### src/hw/rtl/rotation_matrix_to_quaternion_core_assert.svh
// ----------------------------------------------------------------------------
// rotation matrix to quaternion assertion macros
// concurrent checks sampled on clk, quiet while rst is high
// ----------------------------------------------------------------------------
`ifndef ROTATION_MATRIX_TO_QUATERNION_CORE_ASSERT_SVH
`define ROTATION_MATRIX_TO_QUATERNION_CORE_ASSERT_SVH

// same-cycle implication
`define RMQ_ASSERT_NOW(lbl, ante, cons) \
  lbl: assert property (@(posedge clk) disable iff (rst) (ante) |-> (cons)) \
    else $error("rmq check failed");

// next-cycle implication
`define RMQ_ASSERT_NEXT(lbl, ante, cons) \
  lbl: assert property (@(posedge clk) disable iff (rst) (ante) |=> (cons)) \
    else $error("rmq check failed");

`endif

### src/hw/rtl/rmq_pkg.sv
// ----------------------------------------------------------------------------
// rmq_pkg
// shared types and constants of the rotation matrix to quaternion core
// ----------------------------------------------------------------------------
`default_nettype none

package rmq_pkg;

  localparam int FW        = 18;
  localparam int ONE       = 65536;
  localparam int SQ_STEPS  = 18;
  localparam int DIV_STEPS = 17;
  localparam int RADW      = 35;
  localparam int MAGW      = 19;
  localparam int PW        = 36;

  typedef enum logic [1:0] {
    BR_W,
    BR_X,
    BR_Y,
    BR_Z
  } br_t;

  typedef struct packed {
    br_t                       br;
    logic [2:0]                neg;
    logic [2:0][MAGW-1:0]      mag;
  } side_t;

endpackage

`default_nettype wire

### src/hw/rtl/rmq_sqrt.sv
// ----------------------------------------------------------------------------
// rmq_sqrt
// pipelined integer square root, one result bit per register stage
// ----------------------------------------------------------------------------
`default_nettype none

module rmq_sqrt (
  input  wire logic                      clk,
  input  wire logic                      rst,
  input  wire logic                      en,
  input  wire logic                      a_valid,
  input  wire logic [rmq_pkg::RADW-1:0]  rad,
  input  wire rmq_pkg::side_t            a_side,
  output logic                           b_valid,
  output logic [rmq_pkg::FW-1:0]         root,
  output rmq_pkg::side_t                 b_side
);

  localparam int N  = rmq_pkg::SQ_STEPS;
  localparam int NW = 2 * N;
  localparam int RW = rmq_pkg::FW + 4;

  logic [N-1:0]          v;
  logic [NW-1:0]         nsh [N];
  logic [RW-1:0]         rem [N];
  logic [rmq_pkg::FW-1:0] rt [N];
  rmq_pkg::side_t        sd [N];

  logic [NW-1:0]          nsh_next [N];
  logic [RW-1:0]          rem_next [N];
  logic [rmq_pkg::FW-1:0] rt_next [N];

  always_comb begin
    logic [NW-1:0]          sn;
    logic [RW-1:0]          sr;
    logic [rmq_pkg::FW-1:0] so;
    logic [RW-1:0]          rsh;
    logic [RW-1:0]          trial;
    for (int s = 0; s < N; s++) begin
      if (s == 0) begin
        sn = NW'(rad);
        sr = '0;
        so = '0;
      end else begin
        sn = nsh[s-1];
        sr = rem[s-1];
        so = rt[s-1];
      end
      rsh   = {sr[RW-3:0], sn[NW-1:NW-2]};
      trial = RW'({so, 2'b01});
      if (rsh >= trial) begin
        rem_next[s] = rsh - trial;
        rt_next[s]  = {so[rmq_pkg::FW-2:0], 1'b1};
      end else begin
        rem_next[s] = rsh;
        rt_next[s]  = {so[rmq_pkg::FW-2:0], 1'b0};
      end
      nsh_next[s] = {sn[NW-3:0], 2'b00};
    end
  end

  always_ff @(posedge clk) begin
    if (rst) begin
      v <= '0;
    end else if (en) begin
      v <= {v[N-2:0], a_valid};
    end
  end

  always_ff @(posedge clk) begin
    if (en) begin
      for (int s = 0; s < N; s++) begin
        nsh[s] <= nsh_next[s];
        rem[s] <= rem_next[s];
        rt[s]  <= rt_next[s];
        sd[s]  <= (s == 0) ? a_side : sd[(s == 0) ? 0 : s-1];
      end
    end
  end

  assign b_valid = v[N-1];
  assign root    = rt[N-1];
  assign b_side  = sd[N-1];

endmodule

`default_nettype wire

### config.mk
export PLATFORM = sky130hd
export DESIGN_NAME = rmq_sqrt
export DESIGN_NICKNAME = d
export VERILOG_FILES = /design/src/hw/rtl/rotation_matrix_to_quaternion_core_assert.svh /design/src/hw/rtl/rmq_pkg.sv /design/src/hw/rtl/rmq_sqrt.sv
export SDC_FILE = /design/constraint.sdc
export NUM_CORES = 2
export LEC_CHECK = 0
export BUFFER_PORTS_ARGS = -buffer_cell sky130_fd_sc_hd__buf_2
export CELL_PAD_IN_SITES_DETAIL_PLACEMENT = 1
export CELL_PAD_IN_SITES_GLOBAL_PLACEMENT = 2
export CORE_MARGIN = 3
export CORE_UTILIZATION = 45
export CTS_BUF_LIST = sky130_fd_sc_hd__clkbuf_4
export CTS_CLUSTER_DIAMETER = 80
export CTS_CLUSTER_SIZE = 25
export DETAILED_ROUTE_END_ITERATION = 10
export GPL_ROUTABILITY_DRIVEN = 1
export GPL_TIMING_DRIVEN = 0
export PLACE_DENSITY_LB_ADDON = 0.1
export RECOVER_POWER = 50
export SYNTH_ARGS = -nofsm -noshare
export SYNTH_HDL_FRONTEND = slang
export SYNTH_SLANG_ARGS = --single-unit
### constraint.sdc
create_clock -name clk -period 3.3 [get_ports clk]
set_input_delay 0.165 -clock clk [delete_from_list [all_inputs] [get_ports clk]]
set_output_delay 0.165 -clock clk [all_outputs]
set_load 0.01 [all_outputs]
==> flow_results.org <==
** Route
- Total via count in the routed design :: 31960
- After detailed routing, the number of remaining DRC violations is 0.
- For this block, the initial DRC count from the detailed router was 1836.
- Vias per inst :: 4.887
- Wire per inst :: 16.50 um
- The detail route stage leaves a number of antenna-violating nets equal to 0.
- Overall routed net length :: 108000 um
- The first detailed-routing pass ran for 6 iterations.

** Die
- From bottom edge to top edge, the die measures 401.8 um.
- The floorplan step defined a die boundary enclosing 161400 um2.
- For this configuration, the core starts out at a cell density of 0.4554.
- Count of boundary I/O pins :: 182
- FP Rows :: 144
- Core Area :: 154800 um2
- The die is 401.8 um wide.

** Clocking
- TritonCTS built the clock tree.
- CTS saw 1922 sinks.
- Clock latency of the later-clocked register in the worst-skew pair :: 1.11 ns
- Number of buffers on the longest clock path :: 3
- Num CTS Buffers :: 102
- Clock-pin slew was measured on the worst setup and hold paths at 0.23 ns.
- The tree is rooted in a sky130_fd_sc_hd__clkbuf_4.
- Maximum level of the CTS H-tree :: 3

** Job
- The tool flagged a number of max-cap violations equal to 2.

** Min path
- The worst hold path belongs to the class input port to flip-flop.

** Setup path
- Grouping stages by cell kind, the critical path spends the most delay in simple AND/OR/NAND/NOR gates.
- Along the worst path, the maximum fanout reaches 5.
- The worst setup path is launched from a flip-flop.
- Kind of critical path :: flip-flop to flip-flop
- STA puts the critical path data required time at 4.23 ns.
- Together, buffers and inverters on the worst path number 1.
- Kind of capture point of the worst setup path :: flip-flop
- Crit path largest cell delay :: 0.76 ns
- Highest-delay cell along the critical path :: sky130_fd_sc_hd__nor4_1
- Data on the critical path arrives at its endpoint at 4.10 ns.
- The signal on the critical path passes through ha_1 > nand4_1 > nor4_1 > a221oi_2 > buf_4 > a2111o_1 > nor3_1 > xor2_1.

** Synthesis
- Most frequent cell after synthesis :: sky130_fd_sc_hd__edfxtp_1
- Area share of the largest cell type after synthesis :: 0.8111
- Of the synthesized area, sequential elements account for 0.8162.
- Synthesized area per cell :: 17.92 um2
- Number of cells produced by synthesis :: 3933
- Synthesis produced a netlist with a net count of 4222.
- For this run, the number of Yosys warnings is 0.
- In the synthesized netlist the async set-or-reset flop fraction comes to 0.
- Counting instances in the post-synthesis netlist gives the leading cell types as sky130_fd_sc_hd__edfxtp_1, sky130_fd_sc_hd__inv_1, sky130_fd_sc_hd__nand2_1.
- Primary FF master, synth :: sky130_fd_sc_hd__edfxtp_1
- Post-Synthesis Cell Area :: 70490 um2
- Counting flops with a built-in enable in the synthesized netlist gives 1904.
- Largest cells by area after synthesis :: sky130_fd_sc_hd__edfxtp_1, sky130_fd_sc_hd__ha_1, sky130_fd_sc_hd__xnor2_1
- The largest total area in the synthesized netlist belongs to sky130_fd_sc_hd__edfxtp_1.
- Number of flip-flops and latches in the synthesized netlist :: 1922
- Number of unique standard cell types used by synthesis :: 80

** Finish
- Once layout is done, the placed cells without fillers occupy 78000 um2.
- Fill cells in the final layout number 14410.
- Net count reported at finish :: 4734
- Area growth from synthesis to layout :: 10.65%
- Fraction of final layout cells sized beyond drive strength 1 :: 0.09726
- Summing all multi-input logic gate instances after layout gives 12010 um2.
- Flip-flop and latch area :: 57540 um2

** STA
- Worst clock skew :: 0.1019 ns
- Slew margin rel. :: -0.6105
- Of the available clock period, the critical path in the final layout requires 0.9622.
- Final number of setup-violating endpoints :: 0
- The worst path needs 3.175 ns of the cycle, external delays included.
- Derived from the worst setup path, the maximum achievable clock frequency is 314.9 MHz.
- The number of endpoints with negative hold slack in the final report is 0.
- Pin slew with the least headroom to its limit :: 2.416 ns
- Final hold slack :: 0.2698 ns
- The number of slew-limit violations in the final report came to 182.

** Place
- The congestion estimate from routability-driven global placement came to 0.8267.
- IO Port Bufs :: 180
- Detailed placement finished with a half-perimeter wire length of 68950 um.
- Area post-placement :: 74290 um2

** Power
- For this design the static power due to leakage is 0.02781 uW.
- Worst voltage drop across the vdd grid :: 0.3298 mV
- Power spread over the standard cell area amounts to 556.8 nW/um2.

** GRT
- Total overflow reported by the global router :: 0
- Overall track demand over capacity in global routing :: 0.1320
- The first global-routing pass estimated 173400 um of wire.
- Entering global routing, the biggest net connects 191 pins.
- The number of global-route vias before repair was 33080.
- Number of antenna violations at the first check in global routing :: 7

** Status
- Run status :: finished, violations left
- Violations in the final reports :: max-capacitance violations, max-slew violations
==> worst register-to-register path: stages, from the launching register on <==
cell and delay, ns:
sky130_fd_sc_hd__edfxtp_1 0.44, sky130_fd_sc_hd__ha_1 0.42, sky130_fd_sc_hd__nand4_1 0.17, sky130_fd_sc_hd__nor4_1 0.76, sky130_fd_sc_hd__a221oi_2 0.21, sky130_fd_sc_hd__buf_4 0.20, sky130_fd_sc_hd__a2111o_1 0.46, sky130_fd_sc_hd__nor3_1 0.20
sky130_fd_sc_hd__xor2_1 0.20
==> power breakdown <==
part           internal [uW]  total [uW]  switching (uW)
sequential             29100       29900             812
clock                   2050        9000            6940
combinational           1950        4490            2540
==> flip-flops by register name, indices dropped and copies added (netlist names) <==
| register | count |
|---|---|
| sd | 1116 |
| rt | 171 |
| v | 18 |
| rem | 311 |
| nsh | 306 |
==> timing repair <==
action / CTS / global route
buffers inserted: 5 / 1
hold buffers: 210 / 4
pin swaps: 3 / 2
endpoints found under the hold margin: 495 / 75
endpoints found under the setup margin: 126 / 140
resized for setup: 27 / 42
gates cloned: 0 / 0
==> final timing paths <==
path | end | slack, ns | depth (start not counted) | from
worst max-delay path | rem[13][19] | 0.12 | 8 | rem[12][9]
worst min-delay path | nsh[0][16] | 0.27 | 3 | rad[16]
worst max register to register | rem[13][19] | 0.12 | 8 | rem[12][9]
worst min register to register | sd[1][12] | 0.39 | 0 | sd[0][12]
==> logic make-up (layout without fill, tap and decap cells) <==
kind of cell	count (synthesis)	count (layout)	share of synthesized area
flip-flops	1922	1922	0.8162
AND/OR/NAND/NOR	716	716	0.05022
AO/OA/AOI/OAI	536	536	0.04741
buffers and inverters	279	839	0.01498
XOR/XNOR	234	234	0.02908
adder cells (fa/ha/maj)	188	188	0.03337
multiplexers	57	57	0.008644
other	1	5	0.00005320
==> cells in the final DEF (no fill, tap or decap), types with 10 or more instances in the layout <==
cell type / n
sky130_fd_sc_hd__nor2b_1: 35
sky130_fd_sc_hd__dlygate4sd3_1: 204
sky130_fd_sc_hd__edfxtp_1: 1904
sky130_fd_sc_hd__ha_1: 188
sky130_fd_sc_hd__clkbuf_2: 16
sky130_fd_sc_hd__nand4_1: 19
sky130_fd_sc_hd__o21a_1: 36
sky130_fd_sc_hd__xor2_1: 113
sky130_fd_sc_hd__or4_1: 16
sky130_fd_sc_hd__buf_2: 171
sky130_fd_sc_hd__clkbuf_4: 115
sky130_fd_sc_hd__xnor2_1: 121
sky130_fd_sc_hd__and2_1: 12
sky130_fd_sc_hd__nand3b_1: 10
sky130_fd_sc_hd__nand2_1: 202
sky130_fd_sc_hd__nand3_1: 37
sky130_fd_sc_hd__dfxtp_1: 18
sky130_fd_sc_hd__nor3_1: 64
sky130_fd_sc_hd__o21ai_0: 166
sky130_fd_sc_hd__mux2i_1: 26
sky130_fd_sc_hd__o31ai_1: 15
sky130_fd_sc_hd__clkbuf_1: 30
sky130_fd_sc_hd__mux2_2: 30
sky130_fd_sc_hd__or3_1: 20
sky130_fd_sc_hd__inv_1: 233
sky130_fd_sc_hd__a211oi_1: 12
sky130_fd_sc_hd__a21o_1: 57
sky130_fd_sc_hd__and3_1: 15
sky130_fd_sc_hd__nand2b_1: 39
sky130_fd_sc_hd__nor4_1: 28
sky130_fd_sc_hd__nor2_1: 176
sky130_fd_sc_hd__buf_16: 15
sky130_fd_sc_hd__o211ai_1: 13
sky130_fd_sc_hd__a31oi_1: 14
sky130_fd_sc_hd__a21oi_1: 133
==> area by class of cell <==
cell class,instances,share of cell area
multi-input cells,1732,0.1540
inverters,234,0.01126
plain buffers,41,0.002679
flip-flops and latches,1922,0.7377
clock inverters,44,0.006882
diodes,4,0.0001283
clock buffers,108,0.01039
repair buffers,412,0.04423
well taps,2044,0.03279
==> metal layers <==
metal,track usage,share of wire,vias to the layer above
li1,-,-,15860
met1,0.1666,0.44,15650
met2,0.2352,0.51,310
met3,0.01907,0.029,146
met4,0.04236,0.024,4
met5,0,0.00030,-
==> through the flow <==
step           setup slack [ns]   TNS [ns]  total power (uW)  std cells  utilization
2_1_floorplan            0.3310          0             33060       3933            -
3_3_place_gp             -27.93          -             35990       6157       0.4778
3_5_place_dp            -0.9934    -250.62             34790       6169       0.4800
4_1_cts                0.004824          0             44200       6535       0.5040
5_1_grt               -0.008603  -0.008603             45770       6540       0.5039
6_report                 0.1247          0             43430       6541       0.5040
(Power assumes the default switching activity.)
